--- src/rtl/cqtc_pkg.sv ---
// ----------------------------------------------------------------------------
// cqtc_pkg
// Shared types and constants for the circular queue with type count unit.
// ----------------------------------------------------------------------------
package cqtc_pkg;

   // default queue depth
   localparam int DEPTH_DEFAULT = 8;

   // opcodes
   localparam logic [2:0] OP_ENQUEUE = 3'd0;
   localparam logic [2:0] OP_DEQUEUE = 3'd1;
   localparam logic [2:0] OP_CLEAR   = 3'd2;
   localparam logic [2:0] OP_PEEK    = 3'd3;
   localparam logic [2:0] OP_COUNT   = 3'd4;

   // status codes
   localparam logic [1:0] STATUS_OK    = 2'd0;
   localparam logic [1:0] STATUS_EMPTY = 2'd1;
   localparam logic [1:0] STATUS_FULL  = 2'd2;

   // request beat
   typedef struct packed {
      logic [2:0]         opcode;
      logic [7:0]         item_type;
      logic signed [31:0] process_number;
   } req_type;

   // response beat
   typedef struct packed {
      logic [1:0]         status;
      logic [7:0]         out_type;
      logic signed [31:0] out_process;
      logic [3:0]         match_count;
      logic               last_result;
   } rsp_type;

   // one stored queue entry
   typedef struct packed {
      logic [7:0]         item_type;
      logic signed [31:0] process_number;
   } entry_type;

   // handshake between controller and the beat registers
   typedef struct packed {
      logic consume;
      logic emit;
   } ctl_type;

   // controller states
   typedef enum logic [1:0] {
      CQ_IDLE,
      CQ_READ,
      CQ_WALK,
      CQ_FINAL
   } state_type;

endpackage

--- src/rtl/cqtc_mem.sv ---
// ----------------------------------------------------------------------------
// cqtc_mem
// Entry store: one write port, one read port, registered read data.
// ----------------------------------------------------------------------------
module cqtc_mem
   import cqtc_pkg::*;
#(
   parameter int DEPTH = DEPTH_DEFAULT
) (
   input  logic                     clock,
   input  logic                     wr_en,
   input  logic [$clog2(DEPTH)-1:0] wr_addr,
   input  entry_type                wr_data,
   input  logic                     rd_en,
   input  logic [$clog2(DEPTH)-1:0] rd_addr,
   output entry_type                rd_data
);

   entry_type mem [DEPTH];
   entry_type rd_data_ff;

   // write port
   always_ff @(posedge clock) begin
      if (wr_en) begin
         mem[wr_addr] <= wr_data;
      end
   end

   // read port, data held until the next read
   always_ff @(posedge clock) begin
      if (rd_en) begin
         rd_data_ff <= mem[rd_addr];
      end
   end

   assign rd_data = rd_data_ff;

endmodule

--- src/rtl/cqtc_ctrl.sv ---
// ----------------------------------------------------------------------------
// cqtc_ctrl
// Queue controller: head/tail/occupancy pointers, opcode sequencing and the
// head-to-tail walk for count by type.
// ----------------------------------------------------------------------------
module cqtc_ctrl
   import cqtc_pkg::*;
#(
   parameter int DEPTH = DEPTH_DEFAULT
) (
   input  logic                     clock,
   input  logic                     reset,
   input  logic                     hold_valid,
   input  req_type                  hold_data,
   input  logic                     out_free,
   output ctl_type                  ctl,
   output rsp_type                  emit_data,
   output logic                     wr_en,
   output logic [$clog2(DEPTH)-1:0] wr_addr,
   output entry_type                wr_data,
   output logic                     rd_en,
   output logic [$clog2(DEPTH)-1:0] rd_addr,
   input  entry_type                rd_data
);

   localparam int IDX_W = $clog2(DEPTH);
   localparam int OCC_W = $clog2(DEPTH + 1);

   state_type        state_ff, state_in;
   logic [IDX_W-1:0] head_ff, head_in;
   logic [IDX_W-1:0] tail_ff, tail_in;
   logic [OCC_W-1:0] occ_ff, occ_in;
   logic [IDX_W-1:0] walk_ff, walk_in;
   logic [OCC_W-1:0] left_ff, left_in;
   logic [OCC_W-1:0] cnt_ff, cnt_in;

   logic             is_empty;
   logic             is_full;
   logic             is_match;

   function automatic logic [IDX_W-1:0] next_slot(input logic [IDX_W-1:0] idx);
      next_slot = (idx == IDX_W'(DEPTH - 1)) ? '0 : idx + 1'b1;
   endfunction

   assign is_empty = (occ_ff == '0);
   assign is_full  = (occ_ff == OCC_W'(DEPTH));
   assign is_match = (rd_data.item_type == hold_data.item_type);

   // state and pointer registers
   always_ff @(posedge clock) begin
      if (reset) begin
         state_ff <= CQ_IDLE;
         head_ff  <= '0;
         tail_ff  <= '0;
         occ_ff   <= '0;
      end else begin
         state_ff <= state_in;
         head_ff  <= head_in;
         tail_ff  <= tail_in;
         occ_ff   <= occ_in;
      end
   end

   // walk registers
   always_ff @(posedge clock) begin
      walk_ff <= walk_in;
      left_ff <= left_in;
      cnt_ff  <= cnt_in;
   end

   // next state and outputs
   always_comb begin
      state_in    = state_ff;
      head_in     = head_ff;
      tail_in     = tail_ff;
      occ_in      = occ_ff;
      walk_in     = walk_ff;
      left_in     = left_ff;
      cnt_in      = cnt_ff;
      ctl         = '0;
      emit_data   = '0;
      wr_en       = 1'b0;
      wr_addr     = tail_ff;
      wr_data.item_type      = hold_data.item_type;
      wr_data.process_number = hold_data.process_number;
      rd_en       = 1'b0;
      rd_addr     = head_ff;

      case (state_ff)
         CQ_IDLE: begin
            if (hold_valid && out_free) begin
               emit_data.last_result = 1'b1;
               case (hold_data.opcode)
                  OP_ENQUEUE: begin
                     ctl.consume = 1'b1;
                     ctl.emit    = 1'b1;
                     if (is_full) begin
                        emit_data.status = STATUS_FULL;
                     end else begin
                        wr_en   = 1'b1;
                        tail_in = next_slot(tail_ff);
                        occ_in  = occ_ff + 1'b1;
                     end
                  end
                  OP_DEQUEUE, OP_PEEK: begin
                     if (is_empty) begin
                        ctl.consume      = 1'b1;
                        ctl.emit         = 1'b1;
                        emit_data.status = STATUS_EMPTY;
                     end else begin
                        rd_en    = 1'b1;
                        state_in = CQ_READ;
                     end
                  end
                  OP_CLEAR: begin
                     ctl.consume = 1'b1;
                     ctl.emit    = 1'b1;
                     head_in     = '0;
                     tail_in     = '0;
                     occ_in      = '0;
                  end
                  OP_COUNT: begin
                     if (is_empty) begin
                        ctl.consume      = 1'b1;
                        ctl.emit         = 1'b1;
                        emit_data.status = STATUS_EMPTY;
                     end else begin
                        rd_en    = 1'b1;
                        walk_in  = next_slot(head_ff);
                        left_in  = occ_ff;
                        cnt_in   = '0;
                        state_in = CQ_WALK;
                     end
                  end
                  default: begin
                     ctl.consume = 1'b1;
                     ctl.emit    = 1'b1;
                  end
               endcase
            end
         end

         // head entry is in the read register
         CQ_READ: begin
            if (out_free) begin
               ctl.consume           = 1'b1;
               ctl.emit              = 1'b1;
               emit_data.out_type    = rd_data.item_type;
               emit_data.out_process = rd_data.process_number;
               emit_data.last_result = 1'b1;
               if (hold_data.opcode == OP_DEQUEUE) begin
                  head_in = next_slot(head_ff);
                  occ_in  = occ_ff - 1'b1;
               end
               state_in = CQ_IDLE;
            end
         end

         // one entry per cycle; stall only when a match cannot be sent
         CQ_WALK: begin
            if (!is_match || out_free) begin
               if (is_match) begin
                  ctl.emit              = 1'b1;
                  emit_data.out_type    = hold_data.item_type;
                  emit_data.out_process = rd_data.process_number;
                  cnt_in                = cnt_ff + 1'b1;
               end
               if (left_ff == OCC_W'(1)) begin
                  state_in = CQ_FINAL;
               end else begin
                  rd_en   = 1'b1;
                  rd_addr = walk_ff;
                  walk_in = next_slot(walk_ff);
                  left_in = left_ff - 1'b1;
               end
            end
         end

         // closing beat with the match count
         CQ_FINAL: begin
            if (out_free) begin
               ctl.consume           = 1'b1;
               ctl.emit              = 1'b1;
               emit_data.out_type    = hold_data.item_type;
               emit_data.match_count = 4'(cnt_ff);
               emit_data.last_result = 1'b1;
               state_in              = CQ_IDLE;
            end
         end

         default: begin
            state_in = CQ_IDLE;
         end
      endcase
   end

endmodule

--- src/rtl/circular_queue_with_type_count_unit.sv ---
// ----------------------------------------------------------------------------
// circular_queue_with_type_count_unit
// Circular FIFO of type/process entries with enqueue, dequeue, clear, peek
// and count-by-type. Enqueue/clear respond from the idle state, dequeue/peek
// after the registered head read; count reads one entry per cycle from the
// entry store while no match waits on a busy response register. One request
// in flight; a new request beat is held while the previous response waits.
// Synchronous reset empties the queue; stored entries are not cleared.
// ----------------------------------------------------------------------------
module circular_queue_with_type_count_unit
   import cqtc_pkg::*;
#(
   parameter int DEPTH = DEPTH_DEFAULT
) (
   input  logic    clock,
   input  logic    reset,
   input  logic    req_valid,
   output logic    req_ready,
   input  req_type req_data,
   output logic    rsp_valid,
   input  logic    rsp_ready,
   output rsp_type rsp_data
);

   localparam int IDX_W = $clog2(DEPTH);

   logic             hold_valid_ff, hold_valid_in;
   req_type          hold_ff;
   logic             out_valid_ff, out_valid_in;
   rsp_type          out_ff;
   logic             out_free;
   ctl_type          ctl;
   rsp_type          emit_data;
   logic             wr_en;
   logic [IDX_W-1:0] wr_addr;
   entry_type        wr_data;
   logic             rd_en;
   logic [IDX_W-1:0] rd_addr;
   entry_type        rd_data;

   assign req_ready = !hold_valid_ff;
   assign rsp_valid = out_valid_ff;
   assign rsp_data  = out_ff;
   assign out_free  = !out_valid_ff || rsp_ready;

   // request holding register
   always_comb begin
      hold_valid_in = hold_valid_ff;
      if (req_valid && req_ready) begin
         hold_valid_in = 1'b1;
      end else if (ctl.consume) begin
         hold_valid_in = 1'b0;
      end
   end

   always_ff @(posedge clock) begin
      if (reset) begin
         hold_valid_ff <= 1'b0;
      end else begin
         hold_valid_ff <= hold_valid_in;
      end
   end

   always_ff @(posedge clock) begin
      if (req_valid && req_ready) begin
         hold_ff <= req_data;
      end
   end

   // response register
   always_comb begin
      out_valid_in = out_valid_ff;
      if (ctl.emit) begin
         out_valid_in = 1'b1;
      end else if (rsp_ready) begin
         out_valid_in = 1'b0;
      end
   end

   always_ff @(posedge clock) begin
      if (reset) begin
         out_valid_ff <= 1'b0;
      end else begin
         out_valid_ff <= out_valid_in;
      end
   end

   always_ff @(posedge clock) begin
      if (ctl.emit) begin
         out_ff <= emit_data;
      end
   end

   // controller
   cqtc_ctrl #(
      .DEPTH (DEPTH)
   ) u_ctrl (
      .clock      (clock),
      .reset      (reset),
      .hold_valid (hold_valid_ff),
      .hold_data  (hold_ff),
      .out_free   (out_free),
      .ctl        (ctl),
      .emit_data  (emit_data),
      .wr_en      (wr_en),
      .wr_addr    (wr_addr),
      .wr_data    (wr_data),
      .rd_en      (rd_en),
      .rd_addr    (rd_addr),
      .rd_data    (rd_data)
   );

   // entry store
   cqtc_mem #(
      .DEPTH (DEPTH)
   ) u_mem (
      .clock   (clock),
      .wr_en   (wr_en),
      .wr_addr (wr_addr),
      .wr_data (wr_data),
      .rd_en   (rd_en),
      .rd_addr (rd_addr),
      .rd_data (rd_data)
   );

endmodule

--- config.mk ---
export PLATFORM = sky130hd
export DESIGN_NAME = circular_queue_with_type_count_unit
export DESIGN_NICKNAME = d
export VERILOG_FILES = /design/src/rtl/cqtc_pkg.sv /design/src/rtl/cqtc_mem.sv /design/src/rtl/cqtc_ctrl.sv /design/src/rtl/circular_queue_with_type_count_unit.sv
export SDC_FILE = /design/constraint.sdc
export NUM_CORES = 1
export LEC_CHECK = 0
export ABC_AREA = 1
export ABC_CLOCK_PERIOD_IN_PS = 4530
export BUFFER_PORTS_ARGS = -buffer_cell sky130_fd_sc_hd__buf_2
export CORE_MARGIN = 4
export CORE_UTILIZATION = 35
export CTS_CLUSTER_SIZE = 28
export DETAILED_ROUTE_END_ITERATION = 10
export GPL_ROUTABILITY_DRIVEN = 0
export GPL_TIMING_DRIVEN = 1
export PLACE_DENSITY = 0.51
export SLEW_MARGIN = 20
export SYNTH_ARGS = -nofsm -noshare
export SYNTH_HDL_FRONTEND = slang
export SYNTH_HIERARCHICAL = 1
export SYNTH_SLANG_ARGS = --single-unit
--- constraint.sdc ---
create_clock -name clock -period 4.53 [get_ports clock]
set_input_delay 0 -clock clock [delete_from_list [all_inputs] [get_ports clock]]
set_output_delay 0 -clock clock [all_outputs]
set_load 0.01 [all_outputs]
Word level (Yosys, flattened, before mapping)
Memories as Yosys holds them, arrays and structs flattened. A register that Yosys moved wholly into a read port is not among the register bits.
Cells that the tools add are included.
- input bits: 47
- register bits after elaboration: 115
- memories: 1
- RAM bits: 320
- output and inout bits: 49
- logic and storage cells: 163
- add/subtract/negate cells: 7
- equality and inequality tests: 30
- reduce and logical (&&, ||, !) cells: 26
- muxes and demuxes: 82
- memory list (memory ; words ; bits a word ; read ports ; clocked after memory_dff ; write ports ; line ; RTL):
    u_mem.mem ; 8 ; 40 ; 1 ; 1 ; 1 ; cqtc_mem.sv:19 ; entry_type mem [DEPTH];
- operators with widths (operator ; count):
    $mux W40 ; 3
    $pmux W32 S2 ; 1
    $mux W4 ; 14
    $mux W3 ; 16
    $pmux W4 S2 ; 4
    $pmux W8 S3 ; 1
    $mux W2 ; 11
    $mux W1 ; 21
    $pmux W3 S2 ; 3
    $reduce_and A6 Y1 ; 3
    $ne A3 B3 Y1 const B ; 5
    $ne A2 B1 Y1 const B ; 7
    $eq A3 B3 Y1 const B ; 4
    $ne A2 B2 Y1 const B ; 5
    $reduce_bool A2 Y1 ; 5
    $add A3 B1 Y3 const B ; 3
    $add A4 B1 Y4 const B ; 2
    $eq A8 B8 Y1 ; 1
    $mux W8 ; 1
    $pmux W2 S2 ; 2
    $sub A4 B1 Y4 const B ; 2
    $reduce_and A7 Y1 ; 1
    $eq A3 B2 Y1 const B ; 2
    $pmux W1 S3 ; 2
    18 further kinds ; 26

Depth between registers and ports, before layout
Gate-level depths: netlist (run 1).
- word-level depth: 7
- mapped depth: 19
- gate-level depth less buffers: 16

Hierarchy
Netlist (run 1), hierarchy kept.
- by module, submodules not included (module ; cells each ; sequential area each (um^2) ; instances ; area each (um^2)):
    cqtc_mem ; 1441 ; 10810.4 ; 1 ; 15199.6
    circular_queue_with_type_count_unit ; 102 ; 2742.6 ; 1 ; 2791.4
    cqtc_ctrl ; 398 ; 570.5 ; 1 ; 2557.5

Worst setup path after synthesis (run 1)
No wires, ideal clock.
- path type: register to register
- start point: register u_ctrl.state_ff[0]
- end point: register, netlist name u_mem/rd_data[0]
- data required time: 4.037 ns
- path buffers: 1
- library setup time: 0.493 ns
- setup slack: 0.193 ns
- period minus slack after synthesis: 4.337 ns
- stages on the path, launching flop included: 8
- arrival time: 3.844 ns
- cells stage by stage: dfxtp_1 inv_1 ha_1 buf_4 inv_1 nor2_2 inv_1 o21ai_0
- cells in the longest elaborated chain, start to end: 2
- elaborated cells between the ends (all ways): 4
- those cells by class: 1 x eq/ne; 2 x mux; 1 x reduce/logical
- ends and longest elaborated chain (item ; line ; RTL):
    start: declaration ; cqtc_ctrl.sv:29 ; state_type state_ff, state_in;
    start signal: assignment ; cqtc_ctrl.sv:57 ; state_ff <= state_in;
    $eq A2 B2 Y1 or $logic_not A2 Y1 (tied branches) ; cqtc_ctrl.sv:89 ; case (state_ff)
    $pmux W1 S2 * ; cqtc_ctrl.sv:89 ;
    via rd_en ; circular_queue_with_type_count_unit.sv:37 ; logic rd_en;
Mark *: on every way through the listed nets, which the timed path passes. The rest lies on a longest branch.
A chain may end at the register's enable or synchronous reset.

Worst setup path in the final report (run 1)
- start point: register u_ctrl.state_ff[0]
- end point: register, netlist name u_mem/rd_data[18]
- cells in the longest elaborated chain, start to end: 2
- elaborated cells between the ends (all ways): 4
- those cells by class: 1 x eq/ne; 2 x mux; 1 x reduce/logical
- ends and longest elaborated chain (item ; line ; RTL):
    $eq A2 B2 Y1 ; cqtc_ctrl.sv:89 ;
    $mux W3 ; cqtc_ctrl.sv:89 ;
    via rd_addr[0] ; circular_queue_with_type_count_unit.sv:38 ; logic [IDX_W-1:0] rd_addr;
The timed path passes the listed nets, and every way through them passes these cells.

==> results.md, run 1 <==
Status:
- The flow ran to the end, and the final reports show no timing, DRC or antenna violations.

Synthesis:
- The cell count after synthesis is 1,941.
- The register bit total from synthesis is 475.
- The post-synthesis simple-gate area fraction is 17.8%.
- By area, the combinational part of the netlist is dominated by simple AND/OR/NAND/NOR gates.
- The xor/xnor share of the synthesized area is 0.213%.
- By area the synthesized netlist is led by edfxtp_1, nand2_1, inv_1, nand3_1, inv_2.
- After synthesis the cells add up to 20,500 um^2.
- Sequential cells were found to cover 68.7% of the synthesized design area.
- Of all cell types, the one taking the most synthesized area is edfxtp_1.
- The total of warnings raised by yosys is 6.
- Measured against the total synthesized area, the mux share comes to 0%.
- Of the total synthesized cell area, the portion taken by full adders, half adders and majority gates is 0.974%.
- The net count after synthesis is 2,004.
- The synthesized netlist contains 36 unique library cells.
- A synthesized cell averages 10.6 um^2.
- The synthesized-area fraction occupied by ao, oa, aoi and oai cells is 1.40%.
- The portion of synthesized cell area occupied by the leading cell type is 67.4%.

Timing:
- Setup repair after global routing left no endpoint under its margin.
- The routed design could run at a clock period as short as 3.45 ns.
- The setup skew after layout is 0.0228 ns.
- The number of max-slew violations in the final report came to 0.
- For the pin with the worst max-slew slack, the measured transition is 1.03 ns.
- The fmax is 0.290 GHz.
- The total of endpoints with negative setup slack in the final report is 0.
- The final worst setup slack is 1.08 ns.
- The hold violation total from the final report is 0.
- The final sum of negative setup slack is 0 ns.
- The final worst-path cycle share is 76.2%.
- In this run the tightest slew margin relative to its limit is 31.1%.

Finish:
- The layout overhead on the synthesized area is 15.8%.
- The fraction of layout cells with a size suffix above 1 is 17.0%.
- At the end of the flow, the number of nets in the layout was 2,110.
- The area of all placed cells without fillers is 23,800 um^2.

Global route:
- The first global-routing pass estimated 72.0 mm of wire.
- The initial antenna violation count was 0.
- For this run the aggregate overflow at the end of global routing stands at 0.
- The maximum number of pins on one net before global-route repair is 161.
- For this run, the total global-route usage over all layers was measured as 14.7%.
- The number of global-route vias before repair is 12,500.

Worst setup path:
- The slowest stage of the critical path is the ha_1 cell.
- The data arrival time of the critical path is 3.79 ns.
- The sum of buffers and inverters on the critical path is 4.
- The top cell family by delay on the critical path is buffers and inverters.
- Counting stages on the worst path, the most repeated cell is nand2_1.
- The required time at the endpoint of the critical path is 4.87 ns.
- The type of element capturing the critical path is a flop.
- The worst setup path is launched from a flop.
- The delay contributed by the slowest stage of the critical path is 0.44 ns.
- The critical path goes through inv_1 -> ha_1 -> inv_1 -> nor2_1 -> nand2_1 -> nand2_1 -> o21ai_4 -> inv_4 -> buf_12 -> nand2_1 -> nand3_1 -> nand2_1 -> nand2_1 -> nand2_1.
- The maximum fanout along the worst path is 54.
- By startpoint and endpoint, the worst setup path is classified as flop to flop.

Route:
- The routed wire length is 46.3 mm.
- The per-cell via count in the routed design is 4.46.
- In the routed design, unresolved DRC markers number 0.
- The count of TritonRoute iterations in the first routing pass is 5.
- After detailed routing, the average wire length per cell comes to 16.2 um.
- The count of vias placed by the detailed router is 12,700.
- The number of antenna-violating nets in the routed design is 0.
- The violation count after the first detailed-route iteration is 751.

Floorplanning:
- The total die area is 62,700 um^2.
- In this run the count of I/O pins placed on the die edge is 96.
- The y dimension of the die is 250 um.
- The core region is 57,900 um^2.
- For this configuration, the core starts out at a cell density of 35.5%.
- From left edge to right edge, the die measures 250 um.
- The floorplan has 88 rows.

Clock tree:
- Clock-pin slew was measured on the worst setup and hold paths at 0.06 ns.
- The number of setup buffers added after CTS is 0.
- The maximum count of clock buffers along a single path is 3.
- After clock tree synthesis, the flow added hold-fix buffers numbering 47.
- At the later pin of the worst-skew pair, clock insertion delay measures 0.60 ns.
- The clock drives 475 sinks.
- TritonCTS built the clock tree.
- CTS built an H-tree with a depth of 2.
- The number of buffers added by the clock tree synthesis step is 53.
- Clock tree synthesis selected as its root buffer the cell clkbuf_16.
- After clock tree synthesis, the repair step resized 0 gates.

Pwr:
- The maximum vdd drop is 0.279 mV.
- The overall power consumption is 12.5 mW.
- The power density relative to cell area is 525 nW/um^2.
- Summed over all cells, the static leakage comes to 10.1 nW.

Placement:
- The number of port buffers is 95.
- The estimated wirelength of the detail-placed design is 25.0 mm.
- The placement-stage cell area is 21,600 um^2.
- Before CTS, the worst setup slack after placement is 1.08 ns.

Run:
- Max-cap violations in this run came to 0.

Worst hold path:
- The classification of the worst-slack hold path is input port to flop.
## through the flow
step | hold WS [ns] | cells | util [%]
6_report | 0.102 | 2857 | 41.1
3_5_place_dp | 0.178 | 2710 | 37.3
5_1_grt | 0.0896 | 2856 | 41.1
2_1_floorplan | 0.0624 | 1941 | -
4_1_cts | 0.0688 | 2856 | 41.1
3_3_place_gp | 0.177 | 2710 | 37.3
## cell families after synthesis
logic type / count (synthesis)
buffers and inverters: 514
and+or+nand+nor: 879
DFF: 475
adders and majority gates: 16
AOI/OAI and AO/OA: 52
xor gates and xnor gates: 5
## layout by cell type, fill, tap and decap left out, types with 2 or more instances in the layout
cell,Yosys,routed
clkbuf_8,0,2
o21ai_0,18,16
clkinv_1,1,7
bufinv_16,0,5
nand4_1,2,2
clkbuf_1,14,14
clkinv_2,0,13
a21oi_1,25,24
ha_1,16,16
nor2_2,31,31
buf_4,46,10
nand2_4,2,2
inv_1,299,298
dfxtp_1,14,14
edfxtp_1,461,461
a21oi_2,2,2
nor2_4,2,10
buf_12,0,7
nor3_1,3,3
clkbuf_16,0,55
buf_2,31,95
xnor2_1,4,4
nand3_1,173,173
nor2_1,46,38
nand2_1,611,609
clkinv_4,0,3
nand2_2,7,9
o21ai_4,0,2
inv_2,104,105
dlygate4sd3_1,0,47
## layout make-up
type | instances | area [um^2]
Multi-Input combinational cell | 952 | 4290
Sequential cell | 475 | 14100
Fill cell | 5617 | 34100
Antenna cell | 1 | 2.50
Inverter | 405 | 1520
Tap cell | 765 | 957
Timing Repair Buffer | 160 | 1170
Clock inverter | 28 | 273
Clock buffer | 71 | 1460
## where the power goes
part           switching, mW  internal (mW)
Combinational           1.85          0.752
Clock                   1.71           2.54
Sequential             0.237           5.41
## synthesized netlist by cell type
master and n:
o21ai_1 1, buf_2 31, clkbuf_1 14, nor2_2 31
nor3b_1 1, a211oi_2 1, nor2_4 2, inv_2 104
a31oi_1 1, nand2_4 2, a22oi_1 1, a211oi_1 1
a21oi_1 25, nor2_1 46, buf_6 11, inv_4 1
nand3_1 173, o21ai_0 18, buf_1 6, and3_1 1
buf_8 1, inv_1 299, edfxtp_1 461, nand4_1 2
o21a_1 1, nor3_1 3, xnor2_1 4, xor2_1 1
clkinv_1 1, nand2_2 7, a21oi_2 2, ha_1 16
buf_4 46, nand2_1 611, o32ai_1 1, dfxtp_1 14
## state kept, by name, indices dropped and copies added, names as in the netlist
register / flops
u_ctrl/wr_addr: 3
u_mem/rd_data: 40
u_ctrl/state_ff: 2
hold_valid_ff: 1
u_ctrl/walk_ff: 3
rsp_data: 47
u_ctrl/cnt_ff: 4
u_mem/mem: 320
u_ctrl/left_ff: 4
hold_ff: 43
u_ctrl/occ_ff: 4
rsp_valid: 1
u_ctrl/head_ff: 3
## metal layers
metal,global-route usage [%],wire length [um]
met2,24.3,21500
met1,19.9,21600
met5,0,0
met4,3.96,944
met3,2.71,2330
## worst paths after layout
path	start	end	slack [ns]	depth (start not counted)
min	req_data[27]	hold_ff[27]	0.10	2
max reg2reg	u_ctrl/state_ff[0]	u_mem/rd_data[18]	1.08	14
max	u_ctrl/state_ff[0]	u_mem/rd_data[18]	1.08	14
min reg2reg	u_ctrl/head_ff[2]	u_ctrl/head_ff[2]	0.50	2
Power figures use the tool's default switching activity.
==> run 2, diff against run 1 <==
--- a/config.mk
+++ b/config.mk
@@ -6,7 +6,7 @@
 export NUM_CORES = 1
 export LEC_CHECK = 0
 export ABC_AREA = 1
-export ABC_CLOCK_PERIOD_IN_PS = 4530
+export ABC_CLOCK_PERIOD_IN_PS = 3400
 export BUFFER_PORTS_ARGS = -buffer_cell sky130_fd_sc_hd__buf_2
 export CORE_MARGIN = 4
 export CORE_UTILIZATION = 35
@@ -14,7 +14,7 @@
 export DETAILED_ROUTE_END_ITERATION = 10
 export GPL_ROUTABILITY_DRIVEN = 0
 export GPL_TIMING_DRIVEN = 1
-export PLACE_DENSITY = 0.51
+export PLACE_DENSITY = 0.49
 export SLEW_MARGIN = 20
 export SYNTH_ARGS = -nofsm -noshare
 export SYNTH_HDL_FRONTEND = slang
==> constraint.sdc (replaced) <==
create_clock -name clock -period 3.4 [get_ports clock]
set_input_delay 0 -clock clock [delete_from_list [all_inputs] [get_ports clock]]
set_output_delay 0 -clock clock [all_outputs]
set_load 0.01 [all_outputs]
==> run 2 against run 1 <==
- clock skew is 0.00074 ns higher
- via count is 0.53% lower
- first-iteration DRC count is 13% lower
- routed wire length is 1.2% higher
- critical path depth is 2 higher
- count of clock-buffer cells in the layout is 7 lower
- combinational power is 41% higher
- register-to-register slack worse by 0.61 ns
- largest cell class unchanged
==> results.md, run 2 (same netlist as run 1, synthesis figures left out) <==
Pwr:
- For this design the ratio of total power to cell area is 701 nW/um^2.
- In this run the static leakage power is 10.2 nW.
- Overall power consumption after layout is estimated at 16.9 mW.
- The maximum vdd drop is 0.368 mV.

Timing:
- The clock period could shrink to 2.93 ns.
- The hold violation total from the final report is 0.
- In the finished design, the share of the clock period the worst path needs comes to 86.2%.
- Setup repair after global routing left no endpoint under its margin.
- Based on the critical path, the design can be clocked at up to 0.341 GHz.
- At the pin with the least slew margin, the transition time is 0.823 ns.
- The total of endpoints with negative setup slack in the final report is 0.
- The normalized max-slew margin is 45.1%.
- The final sum of negative setup slack is 0 ns.
- The setup skew after layout is 0.0235 ns.
- The number of max-slew violations in the final report is 0.

Finish:
- The layout overhead on the synthesized area is 17.1%.
- The register with the most flip-flops in the layout has 320 of them.
- For this run, the post-layout net count is 2,123.
- The library cells used most frequently in the layout, excluding fill and tap cells, are nand2_1, edfxtp_1, inv_1.
- The post-route netlist has 17.3% of its cells at a drive strength greater than 1.
- Ranked by flip-flop count, first place goes to u_mem/mem.
- The number of antenna diodes in the final layout is 0.
- The most common cell after layout, fill and taps aside is nand2_1.

Clock tree:
- TritonCTS built the clock tree.
- The clock insertion delay at the later pin of the skew report is 0.61 ns.
- The number of buffers added for setup after CTS is 0.
- The clock passes through at most 3 buffers.
- The tree is rooted in a clkbuf_16.
- The clock tree synthesis step divided the H-tree into 2 levels.
- Post-CTS repair changed the size of 0 cells.
- TritonCTS created 53 clock buffers.
- The number of sinks handled by clock tree synthesis is 475.
- The clock-pin slew of the registers on the worst-case setup and hold paths is 0.06 ns.
- In this run, post-CTS hold repair placed 47 buffers.

Worst hold path:
- For hold timing, the worst endpoint is hold_ff[22].
- The tightest min-delay check is of the input port to flop type.
- The count of cells along the worst hold path is 2.
- In this run the most critical hold path is launched from req_data[22].

Worst setup path:
- The type of origin of the critical path is a flop.
- The category of the critical setup timing path is flop to flop.
- The reg2reg setup slack is 0.47 ns.
- The type of element capturing the critical path is a flop.
- The worst register-to-register path ends at u_mem/rd_data[28].
- The length in cells of the worst reg-to-reg path is 16.
- Along the worst path, the maximum fanout reaches 94.
- The startpoint identified for the worst register-to-register timing path is hold_ff[32].
- Data on the critical path is required at its endpoint by 3.77 ns.
- Data on the critical path arrives at its endpoint at 3.30 ns.

Floorplanning:
- The die covers 62,700 um^2.
- In this run the standard cell core region covers 57,900 um^2.
- The initial cell density of the core is 35.5%.
- After floorplanning, the core was divided into 88 placement rows.
- The boundary pin count is 96.
- The horizontal die dimension is 250 um.
- The die is 250 um tall.

Route:
- For this run, design rule violations remaining after detail routing come to 0.
- The count of TritonRoute iterations in the first routing pass is 5.
- After the first detailed-routing iteration, the DRC count stood at 653.
- The routed length per placed instance is 16.4 um.
- The number of antenna-violating nets in the routed design is 0.
- The routed design has 46.9 mm of wire.
- The routed layout has 12,700 vias.
- After detailed routing, the number of vias per cell comes to 4.42.

Placement:
- The estimated wirelength of the detail-placed design is 24.2 mm.
- The number of port buffers is 95.

Global route:
- The number of global-route vias before repair came to 12,600.
- The initial antenna violation count is 1.
- The total congestion overflow after global routing is 0.
- In the global route stage, overall resource usage came out at 15.0%.
- Entering global routing, the biggest net connects 95 pins.
- The wire length of the first global-routing pass is 73.1 mm.

Run:
- The max-cap check violation count is 0.

Status:
- The run finished with clean final reports.
-- run 2: cell types whose count changed in the layout (fill, tap and decap cells not counted), moves of 2 or more --
cell | previous run | this run
clkbuf_16 | 55 | 53
bufinv_16 | 5 | 7
clkbuf_1 | 14 | 10
clkinvlp_4 | 0 | 3
clkinv_2 | 13 | 8
buf_12 | 7 | 21
inv_16 | 0 | 2
clkinv_1 | 7 | 14
clkinv_4 | 3 | 0
-- run 2: worst max-delay path by stage --
stage / from / to / cells past startpoint
floorplan: u_ctrl/state_ff[0] / u_mem/mem[1][0] / 9
global placement: hold_ff[33] / u_mem/rd_data[32] / 16
CTS: hold_ff[32] / u_mem/rd_data[0] / 16
finish: hold_ff[32] / u_mem/rd_data[28] / 16
detailed placement: hold_ff[32] / u_mem/rd_data[31] / 16
global route: hold_ff[32] / u_mem/rd_data[32] / 16
-- run 2: metrics by stage --
stage,worst slack [ns],util [%],instances,area (um^2),hold WS (ns)
2_1_floorplan,0.0179,-,1941,20600,0.0624
3_3_place_gp,0.565,37.7,2723,21900,0.178
3_5_place_dp,0.462,37.7,2723,21900,0.178
4_1_cts,0.432,41.6,2867,24100,0.0373
5_1_grt,0.160,41.6,2867,24100,0.0654
6_report,0.468,41.6,2867,24100,0.0903
-- run 2: final cells by class --
type                    instances  area [um^2]
fillers                      5521        33800
flip-flops and latches        475        14100
multi-input cells             952         4290
inverters                     405         1520
repair buffers                173         1440
clock buffers                  64         1380
well taps                     765          957
clock inverters                33          362
-- run 2: routing by layer --
layer | routed length [um] | track usage (%) | share of wire (%) | up-vias
met5 | 0 | 0 | 0 | -
met4 | 1210 | 4.79 | 2.6 | 0
met3 | 1920 | 2.39 | 4.1 | 89
met2 | 22400 | 25.4 | 48 | 238
met1 | 21400 | 19.8 | 46 | 6019
li1 | - | - | - | 6330
-- run 2: critical path: stages (launching register included) --
cell      delay (ns)
edfxtp_1        0.59
nand2_1         0.10
inv_1           0.07
nor2_1          0.04
nor2_1          0.13
nand2_1         0.12
nor2_4          0.15
nand2_1         0.11
nand2_1         0.25
nand2_1         0.14
o21ai_4         0.14
buf_12          0.42
nand2_1         0.10
nand3_1         0.11
nand2_1         0.06
nand2_1         0.05
nand2_1         0.05
-- run 2: where the power goes --
group | switching (mW) | internal [mW]
combinational | 2.50 | 1.16
clock | 2.32 | 3.42
sequential | 0.281 | 7.20
total | 5.10 | 11.8
==> run 3, diff against run 2 <==
--- a/config.mk
+++ b/config.mk
@@ -14,6 +14,7 @@
 export DETAILED_ROUTE_END_ITERATION = 10
 export GPL_ROUTABILITY_DRIVEN = 0
 export GPL_TIMING_DRIVEN = 1
+export MAX_ROUTING_LAYER = met4
 export PLACE_DENSITY = 0.49
 export SLEW_MARGIN = 20
 export SYNTH_ARGS = -nofsm -noshare
==> run 3 against run 2 <==
- global-route usage grew 0.45 points
- maximum frequency shrank 0.21%
- cell count is essentially flat
- via count is essentially flat
- clock skew is essentially flat
- worst hold slack gained 0.0010 ns
- design area is essentially flat
- flip-flop and latch count is the same
- power is essentially flat
- routed wire length grew 0.10%
- die area is the same
- critical path depth shrank 1
- largest cell class unchanged
==> results.md, run 3 (same netlist as run 1, synthesis figures left out) <==
Timing:
- The post-route worst hold slack is 0.0913 ns.
- The number of max-slew violations in the final report is 0.
- Setup repair after global routing left no endpoint under its margin.
- The normalized max-slew margin is 45.2%.
- The final worst-path cycle share is 86.4%.
- The hold violation total from the final report was 0.
- The final worst setup slack is 0.461 ns.
- Clock skew on the completed layout was measured at 0.0239 ns.
- The final critical path time including I/O delays and setup is 2.94 ns.
- At the pin with the least slew margin, the transition time is 0.821 ns.
- The total of endpoints with negative setup slack in the final report is 0.
- The final sum of negative setup slack is 0 ns.
- The fmax is 0.340 GHz.

Finish:
- Once layout is complete, the utilization of the core stands at 41.6%.
- The register with the highest flop count is u_mem/mem.
- At the end of the flow, the number of nets in the layout was 2,123.
- In the layout the commonest cells are nand2_1, edfxtp_1, inv_1.
- Leaving out filler cells and counting taps, the final layout contains 2,868.
- Once layout is done, the placed cells without fillers occupy 24,100 um^2.
- The post-route netlist has 17.3% of its cells at a drive strength greater than 1.
- The layout overhead on the synthesized area is 17.2%.
- The count of filler cells inserted in the layout is 5,521.
- The flip-flop count of the largest register, all copies and words added is 320.
- Leaving out fill and tap cells, the most frequent cell in the layout is nand2_1.

Clock tree:
- The depth of the CTS H-tree is 2.
- The tree is rooted in a clkbuf_16.
- The number of setup buffers added after CTS is 0.
- At the later pin of the worst-skew pair, clock insertion delay measures 0.61 ns.
- The number of buffers added by the clock tree synthesis step is 53.
- The clock tree from TritonCTS is built.
- The number of sinks handled by clock tree synthesis is 475.
- The clock-pin slew of the registers on the worst-case setup and hold paths is 0.06 ns.
- The maximum count of clock buffers along a single path is 3.

Route:
- The detailed router put a total of 21.4 mm of wire on met1.
- The routed layout has 12,700 vias.
- The post-route DRC violation count is 0.
- The routed wire length is 46.9 mm.
- The per-cell via count in the routed design is 4.42.
- The detailed-routed wire length on met3 is 1.99 mm.
- After detailed routing, the average wire length per cell comes to 16.4 um.
- The violation count after the first detailed-route iteration is 634.
- In this run the top signal layer used is met4.
- The routed design uses 22.3 mm of met2 wire.
- Before antenna repair, the detailed router went through 4 iterations.
- Once detail routing completed, the nets flagged for antenna violations numbered 0.

Worst setup path:
- The category of the critical setup timing path is flop to flop.
- The required time at the endpoint of the critical path is 3.77 ns.
- Along the worst path, the maximum fanout reaches 94.
- For the worst setup path, the data arrival time is 3.30 ns.
- The type of element capturing the critical path is a flop.
- The type of origin of the critical path is a flop.

Floorplanning:
- The standard-cell row count is 88.
- The total die area is 62,700 um^2.
- From left edge to right edge, the die measures 250 um.
- The initial utilization of the core area, before any placement, comes to 35.5%.
- 96 I/O pins were placed.
- The floorplan core area is 57,900 um^2.
- The y dimension of the die is 250 um.

Pwr:
- The static leakage power is 10.2 nW.
- The maximum vdd drop is 0.368 mV.
- The power density relative to cell area is 702 nW/um^2.
- The overall power consumption is 16.9 mW.

Placement:
- At the placement stage, the worst setup path has a slack of 0.462 ns.
- After detailed placement, the design holds a cell count of 2,723.
- The estimated wirelength of the detail-placed design is 24.2 mm.
- The number of port buffers is 95.
- The placed instances occupy a cell area of 21,900 um^2.

Global route:
- The total overflow left after global routing is 0.
- The first global-routing pass estimated 73.1 mm of wire.
- The number of global-route vias before repair is 12,500.
- The initial antenna violation count is 1.
- The maximum number of pins on one net before global-route repair is 95.
- The overall routing resource usage is 15.4%.

Run:
- The max-cap check violation count is 0.

Worst hold path:
- The classification of the worst-slack hold path is input port to flop.

Status:
- The flow ran to the end, and the final reports show no timing, DRC or antenna violations.
==> run 3: changes by cell type in the layout (fill, tap and decap cells not counted), sizes merged <==
cell   previous run  this run
diode             0         1
==> run 3: critical path, stage by stage, from the launching register on <==
cell and delay (ns):
edfxtp_1 0.58, nor2_1 0.18, nor2_1 0.06, nor2_1 0.12
nand2_1 0.13, nor2_4 0.15, nand2_1 0.11, nand2_1 0.25
nand2_1 0.14, o21ai_4 0.14, buf_12 0.42, nand2_1 0.10
nand3_1 0.11, nand2_1 0.06, nand2_1 0.05, nand2_1 0.05
==> run 3: layout make-up <==
type	count	area [um^2]	area share [%]
sequential	475	14100	58.7
multi-input combinational	952	4290	17.8
inverter	405	1520	6.33
timing repair buffer	173	1440	5.99
clock buffer	64	1380	5.72
tap	765	957	3.98
clock inverter	33	362	1.50
antenna	1	2.50	0.0104
==> run 3: metal layers <==
metal / GRT usage, % / vias to the layer above
li1: - / 6334
met1: 19.8 / 6020
met2: 25.4 / 232
met3: 2.37 / 92
met4: 4.79 / 0
met5: - / -
==> run 3: final timing paths <==
path,endpoint,start,slack (ns),depth (start not counted)
min,hold_ff[22],req_data[22],0.09,2
max,u_mem/rd_data[28],hold_ff[33],0.46,15
max reg2reg,u_mem/rd_data[28],hold_ff[33],0.46,15
min reg2reg,u_ctrl/head_ff[1],u_ctrl/head_ff[1],0.50,2
==> run 3: where the power goes <==
group          total, mW  internal (mW)  switching (mW)
clock               5.74           3.42            2.32
combinational       3.67           1.16            2.51
sequential          7.48           7.20           0.281
total               16.9           11.8            5.11
==> run 3: what timing repair did <==
action / CTS / global route
hold buffers: 47 / 0
gates resized for setup: 0 / 0
endpoints found under the hold margin: 60 / 0
